## config.mk

```make
export PLATFORM = sky130hd
export DESIGN_NAME = wav_stream_sample_decoder
export DESIGN_NICKNAME = d
export VERILOG_FILES = /design/src/rtl/wsd_pkg.sv /design/src/rtl/wsd_parser.sv /design/src/rtl/wsd_i2f.sv /design/src/rtl/wsd_fmul.sv /design/src/rtl/wav_stream_sample_decoder.sv
export VERILOG_INCLUDE_DIRS = /design/src /design/src/rtl
export SDC_FILE = /design/constraint.sdc
export NUM_CORES = 2
export LEC_CHECK = 0
export ABC_AREA = 1
export BUFFER_PORTS_ARGS = -buffer_cell sky130_fd_sc_hd__buf_2
export CAP_MARGIN = 20
export CORE_MARGIN = 1
export CORE_UTILIZATION = 57
export DETAILED_ROUTE_END_ITERATION = 10
export GPL_TIMING_DRIVEN = 0
export PLACE_DENSITY_LB_ADDON = 0.25
export SYNTH_ARGS = -nofsm -noshare
export SYNTH_HDL_FRONTEND = slang
export SYNTH_HIERARCHICAL = 1
export SYNTH_SLANG_ARGS = --single-unit
```

## constraint.sdc

```tcl
create_clock -name i_clk -period 10.6 [get_ports i_clk]
set_input_delay 1.06 -clock i_clk [delete_from_list [all_inputs] [get_ports i_clk]]
set_output_delay 1.06 -clock i_clk [all_outputs]
set_load 0.05 [all_outputs]
```

## src/rtl/wav_stream_sample_decoder_assert.svh

```systemverilog
// Assertion macros shared by the WAV stream decoder.
`ifndef WAV_STREAM_SAMPLE_DECODER_ASSERT_SVH
`define WAV_STREAM_SAMPLE_DECODER_ASSERT_SVH

// Same-cycle implication, disabled while reset is asserted.
`define WSD_ASSERT_NOW(label, clk, rst_n, ante, cons) \
    label: assert property (@(posedge clk) disable iff (!rst_n) (ante) |-> (cons)) \
        else $error("wsd check failed");

// Next-cycle implication, disabled while reset is asserted.
`define WSD_ASSERT_NEXT(label, clk, rst_n, ante, cons) \
    label: assert property (@(posedge clk) disable iff (!rst_n) (ante) |=> (cons)) \
        else $error("wsd check failed");

`endif

```

## src/rtl/wsd_pkg.sv

```systemverilog
// Types, constants and helper functions of the WAV stream decoder.
package wsd_pkg;

    localparam int unsigned MAX_SAMPLE_BYTES = 4;

    localparam logic [31:0] TAG_RIFF = 32'h4646_4952;
    localparam logic [31:0] TAG_WAVE = 32'h4556_4157;
    localparam logic [31:0] TAG_FMT  = 32'h2074_6D66;
    localparam logic [31:0] TAG_DATA = 32'h6174_6164;

    localparam logic [15:0] FMT_PCM   = 16'h0001;
    localparam logic [15:0] FMT_FLOAT = 16'h0003;
    localparam logic [15:0] FMT_EXT   = 16'hFFFE;

    localparam logic [2:0] ST_OK        = 3'd0;
    localparam logic [2:0] ST_BAD_RIFF  = 3'd1;
    localparam logic [2:0] ST_MISSING   = 3'd2;
    localparam logic [2:0] ST_ORDER     = 3'd3;
    localparam logic [2:0] ST_BAD_META  = 3'd4;
    localparam logic [2:0] ST_UNSUPP    = 3'd5;
    localparam logic [2:0] ST_TRUNCATED = 3'd6;

    localparam logic KIND_SAMPLE = 1'b0;
    localparam logic KIND_STATUS = 1'b1;

    typedef struct packed {
        logic [7:0] byte_in;
        logic       end_of_file;
    } t_in_word;

    typedef struct packed {
        logic        kind;
        logic [31:0] sample_bits;
        logic [2:0]  status;
        logic [30:0] sample_rate;
        logic        last;
    } t_out_word;

    // Parser to integer conversion stage.
    typedef struct packed {
        logic        smp_vld;
        logic        is_float;
        logic [2:0]  nb;
        logic [5:0]  k;
        logic [31:0] accum;
        logic        sts_vld;
        logic [2:0]  status;
        logic [30:0] rate;
    } t_s1;

    // Integer conversion to multiply stage.
    typedef struct packed {
        logic        smp_vld;
        logic        is_float;
        logic [31:0] raw;
        logic        zero;
        logic        sign;
        logic [5:0]  ea;
        logic [23:0] ma;
        logic [5:0]  k;
        logic        sts_vld;
        logic [2:0]  status;
        logic [30:0] rate;
    } t_s2;

    // Multiply to rounding stage.
    typedef struct packed {
        logic              smp_vld;
        logic              is_float;
        logic [31:0]       raw;
        logic              zero;
        logic              sign;
        logic signed [8:0] e;
        logic [47:0]       prod;
        logic              sts_vld;
        logic [2:0]        status;
        logic [30:0]       rate;
    } t_s3;

    typedef struct packed {
        logic        smp_vld;
        logic [31:0] smp_bits;
        logic        sts_vld;
        logic [2:0]  status;
        logic [30:0] rate;
    } t_res;

    // Fraction of 1/(2^k-1) rounded to single precision, for k of 7 or more.
    // The exact value has a one every k fraction bits and never ends, so a set
    // guard bit always rounds up.
    function automatic logic [22:0] norm_frac(input logic [5:0] k);
        logic [22:0] frac;
        logic [7:0]  pos;
        logic        rnd;
        frac = '0;
        rnd  = 1'b0;
        for (int c = 1; c <= 3; c++) begin
            pos = 8'(c) * {2'b00, k};
            if (pos >= 8'd1 && pos <= 8'd23) begin
                frac = frac | (23'd1 << (8'd23 - pos));
            end
            if (pos == 8'd24) begin
                rnd = 1'b1;
            end
        end
        return frac + {22'd0, rnd};
    endfunction

endpackage

```

## src/rtl/wsd_parser.sv

```systemverilog
// Byte-level RIFF/WAVE chunk parser with its result register.
module wsd_parser (
    input  logic             i_clk,
    input  logic             i_rst_n,
    input  logic             i_en,
    input  logic             i_in_valid,
    input  wsd_pkg::t_in_word i_in_word,
    output wsd_pkg::t_s1     o_s1
);

    typedef enum logic [2:0] {
        PH_RIFF_TAG, PH_RIFF_SIZE, PH_WAVE_TAG, PH_CHUNK_ID,
        PH_CHUNK_SIZE, PH_BODY, PH_PAD, PH_HALT
    } t_phase;

    localparam logic [1:0] K_OTHER = 2'd0;
    localparam logic [1:0] K_FMT   = 2'd1;
    localparam logic [1:0] K_DATA  = 2'd2;
    localparam logic [1:0] K_SUB   = 2'd3;

    t_phase      r_phase, n_phase;
    logic [1:0]  r_bp, n_bp;
    logic [31:0] r_fs, n_fs;
    logic [31:0] r_rem, n_rem;
    logic        r_pad, n_pad;
    logic [1:0]  r_kind, n_kind;
    logic [15:0] r_fmt, n_fmt;
    logic [15:0] r_ch, n_ch;
    logic [31:0] r_rate, n_rate;
    logic [15:0] r_bits, n_bits;
    logic [19:0] r_fbi, n_fbi;
    logic [31:0] r_accum, n_accum;
    logic [1:0]  r_seen, n_seen;
    logic [2:0]  r_err, n_err;
    wsd_pkg::t_s1 r_s1, n_s1;

    logic        acc;
    logic [7:0]  b;
    logic        do_end;
    logic [12:0] nb;
    logic [28:0] frame;
    logic [19:0] fbi1;

    assign acc   = i_in_valid && i_en;
    assign b     = i_in_word.byte_in;
    assign nb    = r_bits[15:3];
    assign frame = {16'd0, nb} * {13'd0, r_ch};
    assign fbi1  = r_fbi + 20'd1;

    always_comb begin
        n_phase = r_phase;
        n_bp    = r_bp;
        n_fs    = r_fs;
        n_rem   = r_rem;
        n_pad   = r_pad;
        n_kind  = r_kind;
        n_fmt   = r_fmt;
        n_ch    = r_ch;
        n_rate  = r_rate;
        n_bits  = r_bits;
        n_fbi   = r_fbi;
        n_accum = r_accum;
        n_seen  = r_seen;
        n_err   = r_err;
        do_end  = 1'b0;
        n_s1          = '0;
        n_s1.is_float = (r_fmt == wsd_pkg::FMT_FLOAT);
        n_s1.nb       = nb[2:0];
        n_s1.k        = r_bits[5:0] - 6'd1;

        if (acc) begin
            case (r_phase)
                PH_RIFF_TAG, PH_RIFF_SIZE, PH_WAVE_TAG, PH_CHUNK_ID, PH_CHUNK_SIZE: begin
                    n_fs = {b, r_fs[31:8]};
                    n_bp = r_bp + 2'd1;
                    if (r_bp == 2'd3) begin
                        case (r_phase)
                            PH_RIFF_TAG: begin
                                if (n_fs != wsd_pkg::TAG_RIFF) begin
                                    if (n_err == wsd_pkg::ST_OK) n_err = wsd_pkg::ST_BAD_RIFF;
                                    n_phase = PH_HALT;
                                end else begin
                                    n_phase = PH_RIFF_SIZE;
                                end
                            end
                            PH_RIFF_SIZE: begin
                                n_phase = PH_WAVE_TAG;
                            end
                            PH_WAVE_TAG: begin
                                if (n_fs != wsd_pkg::TAG_WAVE) begin
                                    if (n_err == wsd_pkg::ST_OK) n_err = wsd_pkg::ST_BAD_RIFF;
                                    n_phase = PH_HALT;
                                end else begin
                                    n_phase = PH_CHUNK_ID;
                                end
                            end
                            PH_CHUNK_ID: begin
                                n_kind = K_OTHER;
                                if (n_fs == wsd_pkg::TAG_FMT && !r_seen[0]) begin
                                    n_kind    = K_FMT;
                                    n_seen[0] = 1'b1;
                                end else if (n_fs == wsd_pkg::TAG_DATA && !r_seen[1]) begin
                                    n_kind = K_DATA;
                                end
                                n_phase = PH_CHUNK_SIZE;
                            end
                            default: begin
                                n_rem = n_fs;
                                n_pad = n_fs[0];
                                n_fs  = '0;
                                do_end = (n_rem == 32'd0);
                                if (n_rem != 32'd0) begin
                                    n_phase = PH_BODY;
                                end
                                if (r_kind == K_DATA) begin
                                    n_seen[1] = 1'b1;
                                    n_fbi     = '0;
                                    n_accum   = '0;
                                    if (!r_seen[0]) begin
                                        if (n_err == wsd_pkg::ST_OK) n_err = wsd_pkg::ST_ORDER;
                                        n_phase = PH_HALT;
                                    end else if (r_bits[15] || r_bits < 16'd8 ||
                                                 r_ch == 16'd0 || r_ch[15]) begin
                                        if (n_err == wsd_pkg::ST_OK) n_err = wsd_pkg::ST_BAD_META;
                                        n_phase = PH_HALT;
                                    end else if (!((r_fmt == wsd_pkg::FMT_PCM && nb >= 13'd1 &&
                                                    nb <= 13'(wsd_pkg::MAX_SAMPLE_BYTES)) ||
                                                   (r_fmt == wsd_pkg::FMT_FLOAT && nb == 13'd4 &&
                                                    wsd_pkg::MAX_SAMPLE_BYTES >= 4))) begin
                                        if (n_err == wsd_pkg::ST_OK) n_err = wsd_pkg::ST_UNSUPP;
                                        n_phase = PH_HALT;
                                    end
                                    if (n_err != wsd_pkg::ST_OK) begin
                                        do_end  = 1'b0;
                                        n_phase = PH_HALT;
                                    end
                                end
                            end
                        endcase
                    end
                end
                PH_BODY: begin
                    if (r_kind == K_DATA) begin
                        if ({7'd0, nb} > r_fbi && r_fbi < 20'd4) begin
                            n_accum[8*r_fbi[1:0] +: 8] = r_accum[8*r_fbi[1:0] +: 8] | b;
                        end
                        n_fbi = fbi1;
                        if ({9'd0, fbi1} >= frame) begin
                            n_s1.smp_vld = 1'b1;
                            n_s1.accum   = n_accum;
                            n_fbi        = '0;
                            n_accum      = '0;
                        end
                    end else if (r_kind != K_OTHER) begin
                        if (r_fs < 32'd2) begin
                            n_fmt[8*r_fs[0] +: 8] = r_fmt[8*r_fs[0] +: 8] | b;
                        end else if (r_fs < 32'd4) begin
                            n_ch[8*r_fs[0] +: 8] = r_ch[8*r_fs[0] +: 8] | b;
                        end else if (r_fs < 32'd8) begin
                            n_rate[8*r_fs[1:0] +: 8] = r_rate[8*r_fs[1:0] +: 8] | b;
                        end else if (r_fs == 32'd14 || r_fs == 32'd15) begin
                            n_bits[8*r_fs[0] +: 8] = r_bits[8*r_fs[0] +: 8] | b;
                        end else if (r_fs == 32'd24 && r_kind == K_FMT &&
                                     r_fmt == wsd_pkg::FMT_EXT) begin
                            n_fmt  = {8'd0, b};
                            n_kind = K_SUB;
                        end else if (r_fs == 32'd25 && r_kind == K_SUB) begin
                            n_fmt[15:8] = r_fmt[15:8] | b;
                        end
                    end
                    n_fs   = r_fs + 32'd1;
                    n_rem  = r_rem - 32'd1;
                    do_end = (n_rem == 32'd0);
                end
                PH_PAD: begin
                    n_pad   = 1'b0;
                    n_phase = PH_CHUNK_ID;
                end
                default: begin
                end
            endcase

            // Close the chunk; a short fmt body is a metadata error.
            if (do_end) begin
                if ((n_kind == K_FMT || n_kind == K_SUB) && n_fs < 32'd16) begin
                    if (n_err == wsd_pkg::ST_OK) n_err = wsd_pkg::ST_BAD_META;
                    n_phase = PH_HALT;
                end else begin
                    n_kind  = K_OTHER;
                    n_phase = n_pad ? PH_PAD : PH_CHUNK_ID;
                end
            end

            if (i_in_word.end_of_file) begin
                n_s1.sts_vld = 1'b1;
                n_s1.rate    = n_rate[30:0];
                if (n_err != wsd_pkg::ST_OK) begin
                    n_s1.status = n_err;
                end else if (n_phase == PH_RIFF_TAG || n_phase == PH_RIFF_SIZE ||
                             n_phase == PH_WAVE_TAG) begin
                    n_s1.status = wsd_pkg::ST_BAD_RIFF;
                end else if (n_seen != 2'b11) begin
                    n_s1.status = wsd_pkg::ST_MISSING;
                end else if (n_phase == PH_BODY && n_kind == K_DATA) begin
                    n_s1.status = wsd_pkg::ST_TRUNCATED;
                end else begin
                    n_s1.status = wsd_pkg::ST_OK;
                end
                // The decoder starts afresh for the next file.
                n_phase = PH_RIFF_TAG;
                n_bp    = '0;
                n_fs    = '0;
                n_rem   = '0;
                n_pad   = 1'b0;
                n_kind  = K_OTHER;
                n_fmt   = '0;
                n_ch    = '0;
                n_rate  = '0;
                n_bits  = '0;
                n_fbi   = '0;
                n_accum = '0;
                n_seen  = '0;
                n_err   = wsd_pkg::ST_OK;
            end
        end
    end

    always_ff @(posedge i_clk) begin
        if (!i_rst_n) begin
            r_phase <= PH_RIFF_TAG;
            r_bp    <= '0;
            r_fs    <= '0;
            r_rem   <= '0;
            r_pad   <= 1'b0;
            r_kind  <= K_OTHER;
            r_fmt   <= '0;
            r_ch    <= '0;
            r_rate  <= '0;
            r_bits  <= '0;
            r_fbi   <= '0;
            r_accum <= '0;
            r_seen  <= '0;
            r_err   <= wsd_pkg::ST_OK;
            r_s1.smp_vld <= 1'b0;
            r_s1.sts_vld <= 1'b0;
        end else if (i_en) begin
            r_phase <= n_phase;
            r_bp    <= n_bp;
            r_fs    <= n_fs;
            r_rem   <= n_rem;
            r_pad   <= n_pad;
            r_kind  <= n_kind;
            r_fmt   <= n_fmt;
            r_ch    <= n_ch;
            r_rate  <= n_rate;
            r_bits  <= n_bits;
            r_fbi   <= n_fbi;
            r_accum <= n_accum;
            r_seen  <= n_seen;
            r_err   <= n_err;
            r_s1    <= n_s1;
        end
    end

    assign o_s1 = r_s1;

endmodule

```

## src/rtl/wsd_i2f.sv

```systemverilog
// Sign conversion of a PCM word and its rounding to a single precision value.
module wsd_i2f (
    input  logic         i_clk,
    input  logic         i_rst_n,
    input  logic         i_en,
    input  wsd_pkg::t_s1 i_s1,
    output wsd_pkg::t_s2 o_s2
);

    wsd_pkg::t_s2 r_s2, n_s2;
    logic [31:0]  s;
    logic [31:0]  mag;
    logic [31:0]  nrm;
    logic [4:0]   msb;
    logic [23:0]  top;
    logic         rnd;
    logic [24:0]  m25;

    always_comb begin
        case (i_s1.nb)
            3'd1:    s = {24'd0, i_s1.accum[7:0]} - 32'd128;
            3'd2:    s = {{16{i_s1.accum[15]}}, i_s1.accum[15:0]};
            3'd3:    s = {{8{i_s1.accum[23]}}, i_s1.accum[23:0]};
            default: s = i_s1.accum;
        endcase
        mag = s[31] ? (32'd0 - s) : s;
        msb = '0;
        for (int i = 0; i < 32; i++) begin
            if (mag[i]) msb = 5'(i);
        end
        nrm = mag << (5'd31 - msb);
        top = nrm[31:8];
        rnd = nrm[7] && ((|nrm[6:0]) || top[0]);
        m25 = {1'b0, top} + {24'd0, rnd};

        n_s2          = '0;
        n_s2.smp_vld  = i_s1.smp_vld;
        n_s2.is_float = i_s1.is_float;
        n_s2.raw      = i_s1.accum;
        n_s2.zero     = (mag == 32'd0);
        n_s2.sign     = s[31];
        n_s2.k        = i_s1.k;
        n_s2.sts_vld  = i_s1.sts_vld;
        n_s2.status   = i_s1.status;
        n_s2.rate     = i_s1.rate;
        if (m25[24]) begin
            n_s2.ma = 24'h80_0000;
            n_s2.ea = {1'b0, msb} + 6'd1;
        end else begin
            n_s2.ma = m25[23:0];
            n_s2.ea = {1'b0, msb};
        end
    end

    always_ff @(posedge i_clk) begin
        if (!i_rst_n) begin
            r_s2.smp_vld <= 1'b0;
            r_s2.sts_vld <= 1'b0;
        end else if (i_en) begin
            r_s2 <= n_s2;
        end
    end

    assign o_s2 = r_s2;

endmodule

```

## src/rtl/wsd_fmul.sv

```systemverilog
// Scaling multiply by 1/(2^(bits-1)-1) with round to nearest even.
module wsd_fmul (
    input  logic          i_clk,
    input  logic          i_rst_n,
    input  logic          i_en,
    input  wsd_pkg::t_s2  i_s2,
    output wsd_pkg::t_res o_res
);

    wsd_pkg::t_s3 r_s3, n_s3;
    logic [23:0]       mb;
    logic [23:0]       top;
    logic              g;
    logic              st;
    logic              rnd;
    logic [24:0]       m25;
    logic signed [8:0] e1;
    logic [8:0]        biased;
    logic [22:0]       frac;

    always_comb begin
        mb            = {1'b1, wsd_pkg::norm_frac(i_s2.k)};
        n_s3          = '0;
        n_s3.smp_vld  = i_s2.smp_vld;
        n_s3.is_float = i_s2.is_float;
        n_s3.raw      = i_s2.raw;
        n_s3.zero     = i_s2.zero;
        n_s3.sign     = i_s2.sign;
        n_s3.e        = $signed({3'b000, i_s2.ea}) - $signed({3'b000, i_s2.k});
        n_s3.prod     = i_s2.ma * mb;
        n_s3.sts_vld  = i_s2.sts_vld;
        n_s3.status   = i_s2.status;
        n_s3.rate     = i_s2.rate;
    end

    always_ff @(posedge i_clk) begin
        if (!i_rst_n) begin
            r_s3.smp_vld <= 1'b0;
            r_s3.sts_vld <= 1'b0;
        end else if (i_en) begin
            r_s3 <= n_s3;
        end
    end

    // The product of two normalised mantissas lies in [1, 4).
    always_comb begin
        if (r_s3.prod[47]) begin
            top = r_s3.prod[47:24];
            g   = r_s3.prod[23];
            st  = |r_s3.prod[22:0];
            e1  = r_s3.e + 9'sd1;
        end else begin
            top = r_s3.prod[46:23];
            g   = r_s3.prod[22];
            st  = |r_s3.prod[21:0];
            e1  = r_s3.e;
        end
        rnd = g && (st || top[0]);
        m25 = {1'b0, top} + {24'd0, rnd};
        if (m25[24]) begin
            e1   = e1 + 9'sd1;
            frac = '0;
        end else begin
            frac = m25[22:0];
        end
        biased = 9'(e1 + 9'sd127);

        o_res          = '0;
        o_res.smp_vld  = r_s3.smp_vld;
        o_res.sts_vld  = r_s3.sts_vld;
        o_res.status   = r_s3.status;
        o_res.rate     = r_s3.rate;
        if (r_s3.is_float) begin
            o_res.smp_bits = r_s3.raw;
        end else if (r_s3.zero) begin
            o_res.smp_bits = '0;
        end else begin
            o_res.smp_bits = {r_s3.sign, biased[7:0], frac};
        end
    end

endmodule

```

## src/rtl/wav_stream_sample_decoder.sv

```systemverilog
// Path: a result word passes the parser, i2f and fmul stage registers and then the output register.
// Throughput: one byte per cycle while the receiver does not stall the output; a byte
// that ends both a frame and the file stalls the input while its two words leave in turn.
// Reset (synchronous, active low) empties the pipeline and returns the parser
// to the start of a file; no clearing pass is needed.
module wav_stream_sample_decoder (
    input  logic               i_clk,
    input  logic               i_rst_n,
    input  logic               i_in_valid,
    output logic               o_in_stall,
    input  wsd_pkg::t_in_word  i_in_word,
    output logic               o_out_valid,
    input  logic               i_out_stall,
    output wsd_pkg::t_out_word o_out_word
);

    wsd_pkg::t_s1  s1;
    wsd_pkg::t_s2  s2;
    wsd_pkg::t_res res;

    logic        en;
    logic        take;
    logic        r_smp_pend;
    logic        r_sts_pend;
    logic [31:0] r_smp_bits;
    logic [2:0]  r_status;
    logic [30:0] r_rate;

    assign take = o_out_valid && !i_out_stall;
    // The pipeline moves whenever the output slot will be empty after this edge.
    assign en = !(r_smp_pend || r_sts_pend) || (take && (r_smp_pend ^ r_sts_pend));
    assign o_in_stall = !en;

    wsd_parser u_parser (
        .i_clk      (i_clk),
        .i_rst_n    (i_rst_n),
        .i_en       (en),
        .i_in_valid (i_in_valid),
        .i_in_word  (i_in_word),
        .o_s1       (s1)
    );

    wsd_i2f u_i2f (
        .i_clk   (i_clk),
        .i_rst_n (i_rst_n),
        .i_en    (en),
        .i_s1    (s1),
        .o_s2    (s2)
    );

    wsd_fmul u_fmul (
        .i_clk   (i_clk),
        .i_rst_n (i_rst_n),
        .i_en    (en),
        .i_s2    (s2),
        .o_res   (res)
    );

    always_ff @(posedge i_clk) begin
        if (!i_rst_n) begin
            r_smp_pend <= 1'b0;
            r_sts_pend <= 1'b0;
        end else if (en) begin
            r_smp_pend <= res.smp_vld;
            r_sts_pend <= res.sts_vld;
            r_smp_bits <= res.smp_bits;
            r_status   <= res.status;
            r_rate     <= res.rate;
        end else if (take) begin
            r_smp_pend <= 1'b0;
        end
    end

    // A sample word leaves before the status word of the same byte.
    always_comb begin
        o_out_valid = r_smp_pend || r_sts_pend;
        o_out_word  = '0;
        if (r_smp_pend) begin
            o_out_word.kind        = wsd_pkg::KIND_SAMPLE;
            o_out_word.sample_bits = r_smp_bits;
        end else begin
            o_out_word.kind        = wsd_pkg::KIND_STATUS;
            o_out_word.status      = r_status;
            o_out_word.sample_rate = r_rate;
            o_out_word.last        = 1'b1;
        end
    end

`include "wav_stream_sample_decoder_assert.svh"

    `WSD_ASSERT_NOW(a_both_pending_stalls, i_clk, i_rst_n, r_smp_pend && r_sts_pend, o_in_stall)
    `WSD_ASSERT_NEXT(a_status_follows_sample, i_clk, i_rst_n, take && r_smp_pend && r_sts_pend, o_out_valid && o_out_word.kind == wsd_pkg::KIND_STATUS)
    `WSD_ASSERT_NOW(a_sample_word_clean, i_clk, i_rst_n, o_out_valid && o_out_word.kind == wsd_pkg::KIND_SAMPLE, o_out_word.last == 1'b0 && o_out_word.status == wsd_pkg::ST_OK)

endmodule

```

======== After elaboration in Yosys (flattened, before gate mapping) ========
Index checks and enable logic that the tools add are counted.
storage, ports and cells
  input bits .............................. 13
  word-level logic and storage cells ...... 442
  flip-flop bits (word level) ............. 588
operators by class
  bitwise logic cells ..................... 9
  shifts and indexed selects .............. 17
  equal/unequal tests ..................... 46
  multipliers ............................. 3
  $lt $le $gt $ge ......................... 16
  add/subtract/negate cells ............... 22
  reductions and logical operators ........ 76
  multiplexer cells ....................... 202
operators by type and width
  kind                       count
  $mux W32                   25
  $mux W16                   22
  $pmux W32 S2               3
  $mux W3                    45
  $mux W20                   6
  $mux W35                   3
  $shiftx A8 B34 Y16         3
  $logic_not A32 Y1          3
  $pmux W32 S3               1
  $mux W23                   4
  $mux W5                    16
  $shl A1 B8 Y23 const A     3
  $neg A5 Y34                2
  $shift A8 B34 Y32 const A  2
  $shiftx A8 B34 Y32         2
  $bwmux W32                 2
  $eq A32 B4 Y1 const B      2
  $eq A32 B5 Y1 const B      2
  $ne A32 B31 Y1 const B     2
  $shiftx A32 B6 Y8          2
  $add A24 B1 Y25            2
  $bwmux W16                 3
  $mul A24 B24 Y48           1
  $mux W2                    24
  92 further kinds           211

======== Logic depth before layout (Yosys ltp) ========
  word-level depth ........................ 42
  depth in mapped cells ................... 53
  gate-level depth less buffers ........... 52

======== Cells and area by module ========
Netlist, hierarchy kept.
by module, submodules not included
  module                     area each (um2)  sequential area each (um2)  instances  cells an instance
  wsd_fmul                   26302.7          3763.6                      1          3137
  wsd_parser                 25512.0          6506.2                      1          3833
  wsd_i2f                    7523.5           3193.1                      1          971
  wav_stream_sample_decoder  2662.6           2021.9                      1          226

======== Worst setup path before layout ========
Ideal clock, no wire load.
  kind .................................... register to register
  from .................................... register u_i2f.r_s2, in the netlist u_i2f/o_s2[38]
  to ...................................... register u_fmul/r_s3[68] in the netlist's numbering, data pin
  arrival ................................. 8408 ps
  slack ................................... 1932 ps
  stages on the path, launching flop included .. 46
  period minus slack after synthesis ...... 8668 ps
  cells stage by stage .................... edfxtp_1 > clkbuf_1 > inv_1 > ha_1 > buf_4 > inv_2 > nand2_1 > nand3_1 > nand2_1 > ha_1 > inv_1 > nand4_1 > nand2_1 > nand3_1 > nand2_2 > nand2_1 > nor2_2 > nand2_1 > [... 10 more ...] > inv_1 > fa_1 > inv_1 > fa_1 > inv_1 > fa_1 > inv_1 > fa_1 > ha_1 > nand2_1 > nor2_1 > inv_1 > nor2_1 > and3_1 > a21oi_1 > o21bai_1 > a21oi_1 > xnor2_1
RTL lines
  element                 line            text
  from (decl)             wsd_i2f.sv:10   wsd_pkg::t_s2 r_s2, n_s2;
  from (signal assigned)  wsd_i2f.sv:60   r_s2 <= n_s2;
  to (signal assigned)    wsd_fmul.sv:41  r_s3 <= n_s3;
  to (decl)               wsd_fmul.sv:10  wsd_pkg::t_s3 r_s3, n_s3;

==> reports/results.txt <==
In the global route stage, overall resource usage came out at 36.8%. The count of flip-flops with a built-in enable after synthesis is 371. The DRC violation count after routing was 0; the post-synthesis instance area was 0.0620 mm². The top cell types in the final layout, fill and taps aside, are 2163 x nand2_1, 1465 x inv_1, 782 x nor2_1. For this run, the slowest stage of the critical path takes 770 ps. Sorting the synthesized cells by area gives the leading types as fa_1 21%, edfxtp_1 18%, nand2_1 13%. Number of different library cells in the post-synthesis netlist: 77. The kind of capture point of the worst setup path is a flip-flop. Of all nets on the critical path, the largest fanout is 11. The first global-routing pass estimated 312 mm of wire. The later pin in the worst-skew pair is clocked with a latency of 640 ps. STA puts the critical path data required time at 10970 ps.

For the pin with the worst max-slew slack, the measured transition is 1280 ps. The critical path is of the reg -> reg type. Final hold violation count: 0. The kind of start point of the critical path is a flip-flop. In the final layout, the share of cells above drive strength 1 is 7.29%. The horizontal die dimension was 332 µm; the initial antenna violation count was 1.

The worst hold path was traced through 0 stages. In this run the critical register-to-register path is captured at u_fmul/r_s3[82]$_DFFE_PP_. Summed over all cells, the static leakage comes to 32.2 nW. For this run, the number of Yosys warnings is 6. In this run the critical register-to-register path is launched from u_i2f/o_s2[36]$_DFFE_PP_.

Die outline area: 0.110 mm². In this run the most critical hold path is launched from u_parser/o_s1[27]$_SDFFCE_PN0P_. For hold timing, the worst endpoint is u_i2f/o_s2[27]$_DFFE_PP_.

The number of global-route vias before repair is 53600. The top-area cell type share of the netlist area came out at 20.6%. The largest total area in the synthesized netlist belongs to fa_1.

The run finished with clean final reports. Clock-pin slew was measured on the worst setup and hold paths at 60 ps. The run gives 588 as the number of clock sinks. The number of top-level pins is 83. The worst path arrival time is 10630 ps. The tools report the detailed-routing iteration count for the pre-antenna-repair pass as 7. In the final routed layout, each cell accounts on average for 20.9 µm.

After floorplanning, the core was sized to cover 0.108 mm². After global routing the overflow that remains totals 0. Net count after synthesis: 9154.

The final clock skew came out at 25.6 ps. Kind of path behind the tightest hold check: reg -> reg. The number of max-cap violations is 0. The share of synthesized registers carrying an async set or reset is 0%.

The cell sitting at the root of the clock tree is a clkbuf_16. The H-tree was split into 3 levels. The height of the die was 332 µm; the achievable clock frequency was 97.5 MHz. The final route contains 55400 vias. Across all register-to-register paths, the minimum setup slack is 350 ps.

The clock passes through at most 3 buffers. The detailed-route wire length was 204 mm. The synthesized flop and latch total works out to 588. For this configuration, the core starts out at a cell density of 57.7%.

TritonCTS built the clock tree. The run gives 9313 as the final net count. Setup violations remaining at the end of the flow were counted as 0.

The number of cells traversed by the worst register-to-register path is 36, and the number of I/O port buffers is 75. After the first detailed-routing iteration, the DRC count stood at 6118. The leading cell type in the layout, fill and taps excluded is nand2_1. The number of clock buffers added by TritonCTS is 67.

Synthesis produced a netlist whose cell count is 8167. The hold buffer count at cts is 0, and the part of the Yosys area used for sequential elements is 25.0%. The final period utilization was 96.7%; the final antenna-violating net count was 0. Using the TritonRoute via totals, the vias-per-cell ratio works out to 5.67.

The worst relative slew slack was 14.9%; the HPWL reported at the end of detailed placement was 164 mm. After routing, the total negative slack on setup checks comes to 0 ps. The run gives 77 as the pin count of the biggest net entering global routing. Among all flip-flop cells after synthesis, the most frequent one is edfxtp_1. The power density relative to cell area is 171 mW/mm². The worst-case IR drop observed on VDD is 0.146 mV. Synthesis-to-layout area growth: 7.56%. The run gives 0 as the count of final max-slew check failures.

Library cell contributing the largest single delay on the critical path: nor2_1. The initialized floorplan defines 120 standard-cell rows. The average cell area after synthesis was 7.59 µm²; the minimum clock period after layout was 10250 ps. Among the stages of the critical path, the cell type that occurs most often is fa_1. The completed layout was analyzed and its total power is 11.4 mW. The weighted congestion reported at the end of routability-driven placement was 1.03.
==> power by group <==
group	switching (mW)	internal, mW
logic	4.15	1.46
registers	0.263	3.08
clock network	1.01	1.43
==> cells in the mapped netlist, types with 37 or more instances <==
cell type / count
nand2_1: 2164
inv_1: 1470
nor2_1: 784
fa_1: 638
edfxtp_1: 371
nand3_1: 367
a21oi_1: 366
ha_1: 336
dfxtp_1: 217
o21ai_0: 196
clkbuf_1: 190
xor2_1: 127
nand4_1: 98
nor3_1: 95
buf_2: 84
buf_4: 53
inv_2: 48
o211ai_1: 39
xnor2_1: 38
o21ai_1: 37
==> sequential cells by signal, indices dropped and copies added, names as in the netlist, 20 cells and up <==
register,flops
u_i2f/o_s2,107
u_fmul/r_s3,90
u_parser/o_s1,78
u_fmul/o_res,36
r_smp_bits,32
u_parser/r_accum,32
u_parser/r_fs,32
u_parser/r_rate,32
u_parser/r_rem,32
r_rate,31
u_parser/r_fbi,20
==> final cells by class <==
cell class                 count  area (µm²)
antenna                        1        2.50
fill                        9729       40800
inverter                    1531        5780
multi-input combinational   5680       38900
timing repair buffer          91         583
sequential                   588       15500
tap                         1403        1760
clock buffer                  86        1820
buffer                       367        1860
clock inverter                36         473
==> metrics by stage <==
stage / worst slack [ps] / utilization [%] / instances / hold WS, ps / area, µm²
final: 345 / 62.0 / 9783 / 405 / 66700
after global routing: -12.0 / 62.0 / 9782 / 410 / 66700
after CTS: 75.8 / 61.9 / 9772 / 407 / 66600
after detailed placement: -44.4 / 59.8 / 9651 / 405 / 64300
after global placement: 39.3 / 59.7 / 9645 / 401 / 64100
after floorplan: 1930 / - / 8167 / 400 / 62000
==> critical path: cells and delay by family, from the launching register on <==
family	cells	cell delay (ps)
AO/OA/AOI/OAI	4	940
XOR/XNOR	2	440
adder cells (fa/ha/maj)	11	5120
buffers and inverters	8	910
flip-flops	1	620
AND/OR/NAND/NOR	11	1970
==> worst max path at each step <==
stage | startpoint | to | slack (ps) | depth (start not counted)
CTS | u_i2f/o_s2[38]$_DFFE_PP_ | u_fmul/r_s3[76]$_DFFE_PP_ | 80 | 44
global route | u_i2f/o_s2[38]$_DFFE_PP_ | u_fmul/r_s3[64]$_DFFE_PP_ | -10 | 45
finish | u_i2f/o_s2[36]$_DFFE_PP_ | u_fmul/r_s3[82]$_DFFE_PP_ | 350 | 36
floorplan | u_i2f/o_s2[38]$_DFFE_PP_ | u_fmul/r_s3[68]$_DFFE_PP_ | 1930 | 45
global placement | u_i2f/o_s2[38]$_DFFE_PP_ | u_fmul/r_s3[76]$_DFFE_PP_ | 40 | 42
detailed placement | u_i2f/o_s2[38]$_DFFE_PP_ | u_fmul/r_s3[76]$_DFFE_PP_ | -40 | 42
==> kinds of logic after synthesis <==
family	synth area share, %
AOI/OAI and AO/OA	7.56
buffers and inverters	12.3
other	0.00605
and+or+nand+nor	25.3
DFF	25.0
adders and majority gates	27.4
xor gates and xnor gates	2.48
==> routing by layer <==
metal / up-vias / part of all wire [%] / GRT usage (%)
li1: 25600 / - / -
met1: 26700 / 41 / 50.5
met2: 2701 / 45 / 58.1
met3: 446 / 9.3 / 5.90
met4: 0 / 4.5 / 14.9
met5: - / 0 / 0
==> what timing repair did <==
| action | 4_1_cts | 5_1_grt |
|---|---|---|
| resized for setup | 1 | 14 |
| endpoints found under the setup margin | 1 | 26 |
| cloned | 0 | 0 |
| pin swaps | 0 | 0 |
| setup buffers | 0 | 10 |
| hold endpoints to repair | 0 | 0 |
No activity file was read; power rests on OpenSTA's default activity.
